<file path="src/hdl/krt_pkg.sv">
// Types, command codes, tables and field arithmetic for the round transforms.
package krt_pkg;

    localparam int NUM_CELLS = 16;

    localparam logic [2:0] CMD_S   = 3'd0;
    localparam logic [2:0] CMD_IS  = 3'd1;
    localparam logic [2:0] CMD_R   = 3'd2;
    localparam logic [2:0] CMD_L   = 3'd3;
    localparam logic [2:0] CMD_IR  = 3'd4;
    localparam logic [2:0] CMD_IL  = 3'd5;
    localparam logic [2:0] CMD_XOR = 3'd6;

    localparam logic [8:0] GF_POLY = 9'h1C3;

    // Byte k of a block is element k, byte 0 being the least significant.
    typedef logic [15:0][7:0] blk_t;

    typedef struct packed {
        logic       valid;
        logic [2:0] cmd;
        blk_t       blk;
    } stage_t;

    localparam logic [7:0] LAM_COEF [16] = '{
        8'd1, 8'd148, 8'd32, 8'd133, 8'd16, 8'd194, 8'd192, 8'd1,
        8'd251, 8'd1, 8'd192, 8'd194, 8'd16, 8'd133, 8'd32, 8'd148
    };

    localparam logic [7:0] SBOX_FWD [256] = '{
        8'd252, 8'd238, 8'd221, 8'd17, 8'd207, 8'd110, 8'd49, 8'd22, 8'd251, 8'd196,
        8'd250, 8'd218, 8'd35, 8'd197, 8'd4, 8'd77, 8'd233, 8'd119, 8'd240, 8'd219,
        8'd147, 8'd46, 8'd153, 8'd186, 8'd23, 8'd54, 8'd241, 8'd187, 8'd20, 8'd205,
        8'd95, 8'd193, 8'd249, 8'd24, 8'd101, 8'd90, 8'd226, 8'd92, 8'd239, 8'd33,
        8'd129, 8'd28, 8'd60, 8'd66, 8'd139, 8'd1, 8'd142, 8'd79, 8'd5, 8'd132,
        8'd2, 8'd174, 8'd227, 8'd106, 8'd143, 8'd160, 8'd6, 8'd11, 8'd237, 8'd152,
        8'd127, 8'd212, 8'd211, 8'd31, 8'd235, 8'd52, 8'd44, 8'd81, 8'd234, 8'd200,
        8'd72, 8'd171, 8'd242, 8'd42, 8'd104, 8'd162, 8'd253, 8'd58, 8'd206, 8'd204,
        8'd181, 8'd112, 8'd14, 8'd86, 8'd8, 8'd12, 8'd118, 8'd18, 8'd191, 8'd114,
        8'd19, 8'd71, 8'd156, 8'd183, 8'd93, 8'd135, 8'd21, 8'd161, 8'd150, 8'd41,
        8'd16, 8'd123, 8'd154, 8'd199, 8'd243, 8'd145, 8'd120, 8'd111, 8'd157, 8'd158,
        8'd178, 8'd177, 8'd50, 8'd117, 8'd25, 8'd61, 8'd255, 8'd53, 8'd138, 8'd126,
        8'd109, 8'd84, 8'd198, 8'd128, 8'd195, 8'd189, 8'd13, 8'd87, 8'd223, 8'd245,
        8'd36, 8'd169, 8'd62, 8'd168, 8'd67, 8'd201, 8'd215, 8'd121, 8'd214, 8'd246,
        8'd124, 8'd34, 8'd185, 8'd3, 8'd224, 8'd15, 8'd236, 8'd222, 8'd122, 8'd148,
        8'd176, 8'd188, 8'd220, 8'd232, 8'd40, 8'd80, 8'd78, 8'd51, 8'd10, 8'd74,
        8'd167, 8'd151, 8'd96, 8'd115, 8'd30, 8'd0, 8'd98, 8'd68, 8'd26, 8'd184,
        8'd56, 8'd130, 8'd100, 8'd159, 8'd38, 8'd65, 8'd173, 8'd69, 8'd70, 8'd146,
        8'd39, 8'd94, 8'd85, 8'd47, 8'd140, 8'd163, 8'd165, 8'd125, 8'd105, 8'd213,
        8'd149, 8'd59, 8'd7, 8'd88, 8'd179, 8'd64, 8'd134, 8'd172, 8'd29, 8'd247,
        8'd48, 8'd55, 8'd107, 8'd228, 8'd136, 8'd217, 8'd231, 8'd137, 8'd225, 8'd27,
        8'd131, 8'd73, 8'd76, 8'd63, 8'd248, 8'd254, 8'd141, 8'd83, 8'd170, 8'd144,
        8'd202, 8'd216, 8'd133, 8'd97, 8'd32, 8'd113, 8'd103, 8'd164, 8'd45, 8'd43,
        8'd9, 8'd91, 8'd203, 8'd155, 8'd37, 8'd208, 8'd190, 8'd229, 8'd108, 8'd82,
        8'd89, 8'd166, 8'd116, 8'd210, 8'd230, 8'd244, 8'd180, 8'd192, 8'd209, 8'd102,
        8'd175, 8'd194, 8'd57, 8'd75, 8'd99, 8'd182
    };

    localparam logic [7:0] SBOX_INV [256] = '{
        8'ha5, 8'h2d, 8'h32, 8'h8f, 8'h0e, 8'h30, 8'h38, 8'hc0, 8'h54, 8'he6, 8'h9e, 8'h39,
        8'h55, 8'h7e, 8'h52, 8'h91, 8'h64, 8'h03, 8'h57, 8'h5a, 8'h1c, 8'h60, 8'h07, 8'h18,
        8'h21, 8'h72, 8'ha8, 8'hd1, 8'h29, 8'hc6, 8'ha4, 8'h3f, 8'he0, 8'h27, 8'h8d, 8'h0c,
        8'h82, 8'hea, 8'hae, 8'hb4, 8'h9a, 8'h63, 8'h49, 8'he5, 8'h42, 8'he4, 8'h15, 8'hb7,
        8'hc8, 8'h06, 8'h70, 8'h9d, 8'h41, 8'h75, 8'h19, 8'hc9, 8'haa, 8'hfc, 8'h4d, 8'hbf,
        8'h2a, 8'h73, 8'h84, 8'hd5, 8'hc3, 8'haf, 8'h2b, 8'h86, 8'ha7, 8'hb1, 8'hb2, 8'h5b,
        8'h46, 8'hd3, 8'h9f, 8'hfd, 8'hd4, 8'h0f, 8'h9c, 8'h2f, 8'h9b, 8'h43, 8'hef, 8'hd9,
        8'h79, 8'hb6, 8'h53, 8'h7f, 8'hc1, 8'hf0, 8'h23, 8'he7, 8'h25, 8'h5e, 8'hb5, 8'h1e,
        8'ha2, 8'hdf, 8'ha6, 8'hfe, 8'hac, 8'h22, 8'hf9, 8'he2, 8'h4a, 8'hbc, 8'h35, 8'hca,
        8'hee, 8'h78, 8'h05, 8'h6b, 8'h51, 8'he1, 8'h59, 8'ha3, 8'hf2, 8'h71, 8'h56, 8'h11,
        8'h6a, 8'h89, 8'h94, 8'h65, 8'h8c, 8'hbb, 8'h77, 8'h3c, 8'h7b, 8'h28, 8'hab, 8'hd2,
        8'h31, 8'hde, 8'hc4, 8'h5f, 8'hcc, 8'hcf, 8'h76, 8'h2c, 8'hb8, 8'hd8, 8'h2e, 8'h36,
        8'hdb, 8'h69, 8'hb3, 8'h14, 8'h95, 8'hbe, 8'h62, 8'ha1, 8'h3b, 8'h16, 8'h66, 8'he9,
        8'h5c, 8'h6c, 8'h6d, 8'had, 8'h37, 8'h61, 8'h4b, 8'hb9, 8'he3, 8'hba, 8'hf1, 8'ha0,
        8'h85, 8'h83, 8'hda, 8'h47, 8'hc5, 8'hb0, 8'h33, 8'hfa, 8'h96, 8'h6f, 8'h6e, 8'hc2,
        8'hf6, 8'h50, 8'hff, 8'h5d, 8'ha9, 8'h8e, 8'h17, 8'h1b, 8'h97, 8'h7d, 8'hec, 8'h58,
        8'hf7, 8'h1f, 8'hfb, 8'h7c, 8'h09, 8'h0d, 8'h7a, 8'h67, 8'h45, 8'h87, 8'hdc, 8'he8,
        8'h4f, 8'h1d, 8'h4e, 8'h04, 8'heb, 8'hf8, 8'hf3, 8'h3e, 8'h3d, 8'hbd, 8'h8a, 8'h88,
        8'hdd, 8'hcd, 8'h0b, 8'h13, 8'h98, 8'h02, 8'h93, 8'h80, 8'h90, 8'hd0, 8'h24, 8'h34,
        8'hcb, 8'hed, 8'hf4, 8'hce, 8'h99, 8'h10, 8'h44, 8'h40, 8'h92, 8'h3a, 8'h01, 8'h26,
        8'h12, 8'h1a, 8'h48, 8'h68, 8'hf5, 8'h81, 8'h8b, 8'hc7, 8'hd6, 8'h20, 8'h0a, 8'h08,
        8'h00, 8'h4c, 8'hd7, 8'h74
    };

    // Product in GF(2^8); with a constant operand this folds into an XOR network.
    function automatic logic [7:0] gf_mul(input logic [7:0] x, input logic [7:0] y);
        logic [8:0] a;
        logic [7:0] acc;
        a   = {1'b0, x};
        acc = '0;
        for (int k = 0; k < 8; k++)
        begin
            if (y[k])
            begin
                acc = acc ^ a[7:0];
            end
            a = {a[7:0], 1'b0};
            if (a[8])
            begin
                a = a ^ GF_POLY;
            end
        end
        return acc;
    endfunction

    function automatic logic [7:0] lambda16(input blk_t v);
        logic [7:0] acc;
        acc = '0;
        for (int k = 0; k < 16; k++)
        begin
            acc = acc ^ gf_mul(LAM_COEF[k], v[k]);
        end
        return acc;
    endfunction

endpackage

</file>
<file path="src/hdl/krt_cell.sv">
// One cell of the chain: an optional forward or inverse R step, then a register.
module krt_cell
    import krt_pkg::*;
(
    input  logic   clk,
    input  logic   rst_n,
    input  logic   advance,
    input  logic   lead,
    input  stage_t stage_in,
    output stage_t stage_out
);

    logic   valid_reg;
    logic   [2:0] cmd_reg;
    blk_t   blk_reg;
    blk_t   blk_next;
    blk_t   rot;
    logic   do_step;
    logic   fwd;

    // The full transforms step in every cell; a single step only in the lead cell.
    assign do_step = (stage_in.cmd == CMD_L) || (stage_in.cmd == CMD_IL) ||
                     (lead && ((stage_in.cmd == CMD_R) || (stage_in.cmd == CMD_IR)));
    assign fwd     = (stage_in.cmd == CMD_L) || (stage_in.cmd == CMD_R);

    always_comb
    begin
        rot    = stage_in.blk;
        rot[0] = stage_in.blk[15];
        for (int k = 1; k < 16; k++)
        begin
            rot[k] = stage_in.blk[k - 1];
        end
        blk_next = stage_in.blk;
        if (do_step && fwd)
        begin
            for (int k = 0; k < 15; k++)
            begin
                blk_next[k] = stage_in.blk[k + 1];
            end
            blk_next[15] = lambda16(stage_in.blk);
        end
        else if (do_step)
        begin
            blk_next    = rot;
            blk_next[0] = lambda16(rot);
        end
    end

    always_ff @(posedge clk or negedge rst_n)
    begin
        if (!rst_n)
        begin
            valid_reg <= 1'b0;
        end
        else if (advance)
        begin
            valid_reg <= stage_in.valid;
        end
    end

    always_ff @(posedge clk)
    begin
        if (advance)
        begin
            cmd_reg <= stage_in.cmd;
            blk_reg <= blk_next;
        end
    end

    assign stage_out = '{valid: valid_reg, cmd: cmd_reg, blk: blk_reg};

endmodule

</file>
<file path="config.mk">
export PLATFORM = sky130hd
export DESIGN_NAME = krt_cell
export DESIGN_NICKNAME = d
export VERILOG_FILES = /design/src/hdl/krt_pkg.sv /design/src/hdl/krt_cell.sv
export SDC_FILE = /design/constraint.sdc
export NUM_CORES = 1
export LEC_CHECK = 0
export ABC_AREA = 1
export CORE_UTILIZATION = 55
export CTS_CLUSTER_DIAMETER = 80
export DETAILED_ROUTE_END_ITERATION = 7
export DONT_BUFFER_PORTS = 1
export PLACE_DENSITY = 0.7
export SYNTH_ARGS = -nofsm -noshare
export SYNTH_HDL_FRONTEND = slang
export SYNTH_SLANG_ARGS = --single-unit
export TNS_END_PERCENT = 20
</file>
<file path="constraint.sdc">
create_clock -name clk -period 1.6 [get_ports clk]
set_input_delay 0.24 -clock clk [delete_from_list [all_inputs] [get_ports clk]]
set_output_delay 0.24 -clock clk [all_outputs]
set_load 0.05 [all_outputs]
</file>
==> metrics <==
worst-case hold path end point stage_out[15]; Leakage 0.008575 uW; internal power 10430 uW; share of layout cells above drive strength 1 27.04%; Arr. time, crit path 1.78 ns; CTS tree built; DIE AREA 0.02612 mm2; vias in the first global route 13220; Post-DP HPWL 40.39 mm; routed wire length 52.59 mm; Seq/Total Area, Yosys 28.25%; Inserted Diodes 0; initial drt markers 1746; Crit Path Class primary input to flop; P&R area growth vs syn 31.48%; Fillers 1938; commonest non-fill, non-tap cell in the layout nand2_1; Core Util, Final 73.37%; router iterations before antenna repair 8; Hold Buf Count CTS 12; R2R depth 1; Die H 161.6 um; area taken by multi-input logic gates 0.01009 mm2; post-synthesis instance area 0.01401 mm2; placed instance area 0.01672 mm2; non-filler cells, final 2486; Power Dens Cells 1035 mW/mm2; root buffer cell clkbuf_16; Min-Delay Path Depth 0; die width 161.6 um; slew at the pin closest to its max-slew limit 0.6073 ns; Final Instance Area 0.01842 mm2; Vias 14100; beginning of the worst hold path advance; Mapped Cells 1955; largest net degree at the start of global routing 133; yosys warns 0; Total Routing Usage GR 39.19%; WP data required 1.80 ns; CP cell instances inv_12 -> nand2_4 -> nand2_4 -> buf_6 -> xor2_2 -> xor2_1 -> buf_4 -> inv_2 -> nand2_2 -> nand2_2 -> nand2_2 -> inv_2 -> nor2_2 -> nand2_1 -> nand3_2 -> nand2_2 -> nand2_1 -> nand2_1; nature of the critical path endpoint flop; # rows 58; Worst Hold Class primary input to flop; DR WL/cell 21.16 um; Seq cells post-synth 132; Final nets 2279; Crit path max-delay family simple AND/OR/NAND/NOR gates; Reg-to-Reg End valid_reg; maxcap violations 0; failing checks negative hold slack; Residual DRC 0; post-route setup slack 0.01825 ns; critical path fanouts, max 9; fin. max-slew vios 0; Final Cycle Share 98.86%; Slew Limit Headroom 59.60%; clock transition at the registers of the reported paths 0.07 ns; Final Skew 0 ns; max reg flops 128; endpoints failing setup 0; most frequent cells in the layout 382 x nand2_1, 248 x buf_4, 230 x o21ai_0; Reg power frac 30.6%; worst vdd ir 848.2 uV; Mapped Nets 2091; Clock power frac 22.0%; clock sink total 132; register area 0.003959 mm2; switching share of power 45.33%; DRT antenna net count 0; status complete, but fails checks; number of port buffers 0; Bufs and invs on worst path 5; Mean Syn Cell Area 7.167 um2; core area 0.02511 mm2; post-placement cell count 2433; Tot Pwr 19080 uW; initial antenna violation count 0; slowest cell on the critical path xor2_1; Vias/cell 5.670; Hold Violations, Final 30; Clock Tree Buf Depth 2; worst hold slack -0.09434 ns; cell repeated most along the worst path nand2_2; Fmax 0.6322 GHz; R2R setup slack 0.58 ns; H-tree levels 4; crit start category primary input; Final min period 1.582 ns; initial core utilization 55.81%; # IOs 268; post-synth cell types 37; gpl congestion 0.9801; Congestion Overflow GR 0; worst slack at placement -0.5310 ns; Worst R2R Start valid_reg; first-pass GRT wire length 76.36 mm; combinational share of power 47.4%; largest stage delay on the critical path 0.20 ns; RSZ-0062 raised after global routing true; Skew-Pair Late Insertion Delay 0.44 ns; CTS Buf Count 17; Switching Power 8646 uW
-- routing by layer --
| metal | track usage, % | share of wire, % | vias to the layer above |
|---|---|---|---|
| met2 | 66.54 | 48 | 777 |
| met1 | 47.90 | 38 | 6579 |
| li1 | - | - | 6550 |
| met3 | 7.268 | 8.7 | 189 |
| met5 | 0 | 0 | - |
| met4 | 18.61 | 5.1 | 0 |
-- metrics by stage --
step           hold WS [ns]  setup TNS [ns]
2_1_floorplan      -0.05559          -2.844
6_report           -0.09434               0
3_3_place_gp       -0.05557          -10.44
3_5_place_dp       -0.05555          -15.31
5_1_grt             -0.1022         -0.8039
4_1_cts            -0.09033        -0.06576
-- worst max-delay path by stage --
stage                             from        endpoint  slack, ns  cells after the start
after floorplan           stage_in[31]    stage_out[0]      -0.24                     17
after global placement    stage_in[76]    stage_out[2]      -0.54                     17
after detailed placement  stage_in[83]  stage_out[126]      -0.53                     16
after CTS                 stage_in[17]    stage_out[3]      -0.04                     16
after global routing      stage_in[61]    stage_out[2]      -0.13                     17
final                     stage_in[14]  stage_out[127]       0.02                     18
-- layout make-up --
class / instances / share of cell area [%]
clock buffer: 17 / 2.309
clock inverter: 15 / 0.8693
inverter: 256 / 5.698
multi-input combinational: 1456 / 54.75
sequential: 132 / 21.49
tap: 330 / 2.241
timing repair buffer: 280 / 12.65
-- logic make-up after synthesis --
group | count (synthesis) | synth area share [%]
XOR/XNOR | 438 | 28.41
multiplexers | 1 | 0.08036
AND/OR/NAND/NOR | 650 | 19.45
buffers and inverters | 367 | 10.54
AO/OA/AOI/OAI | 367 | 13.27
flip-flops | 132 | 28.25
-- power groups by stage --
stage	Sequential [uW]	Combinational [uW]	Clock, uW
floorplan	5820	5700	0
global placement	5900	7880	0
detailed placement	5900	8040	0
CTS	5840	8180	4170
global route	5860	9830	4270
finish	5840	9040	4200
-- Yosys cell counts (all sizes together) --
cell	number	area (um2)
o22ai	2	12.51
nand2b	2	12.51
xnor2	186	1723
nand2	477	1810
nor2	20	75.07
nand3	112	560.5
or2	18	112.6
a21o	6	45.04
nand3b	16	120.1
xnor3	1	22.52
xor2	251	2236
o21bai	1	7.510
nand4	3	18.77
buf	49	262.8
edfxtp	131	3934
clkinv	2	7.510
dfrtp	1	25.02
mux2	1	11.26
a21oi	123	615.6
nor3	2	15.01
inv	254	953.4
clkbuf	62	252.8
o211ai	1	7.510
o21ai	234	1171
-- repair_timing --
item	in CTS	in global routing
endpoints found under the hold margin	142	131
buffers inserted	0	9
endpoints found under the setup margin	6	15
gates resized for setup	9	180
pin swaps	2	95
No activity file was read; power rests on OpenSTA's default activity.
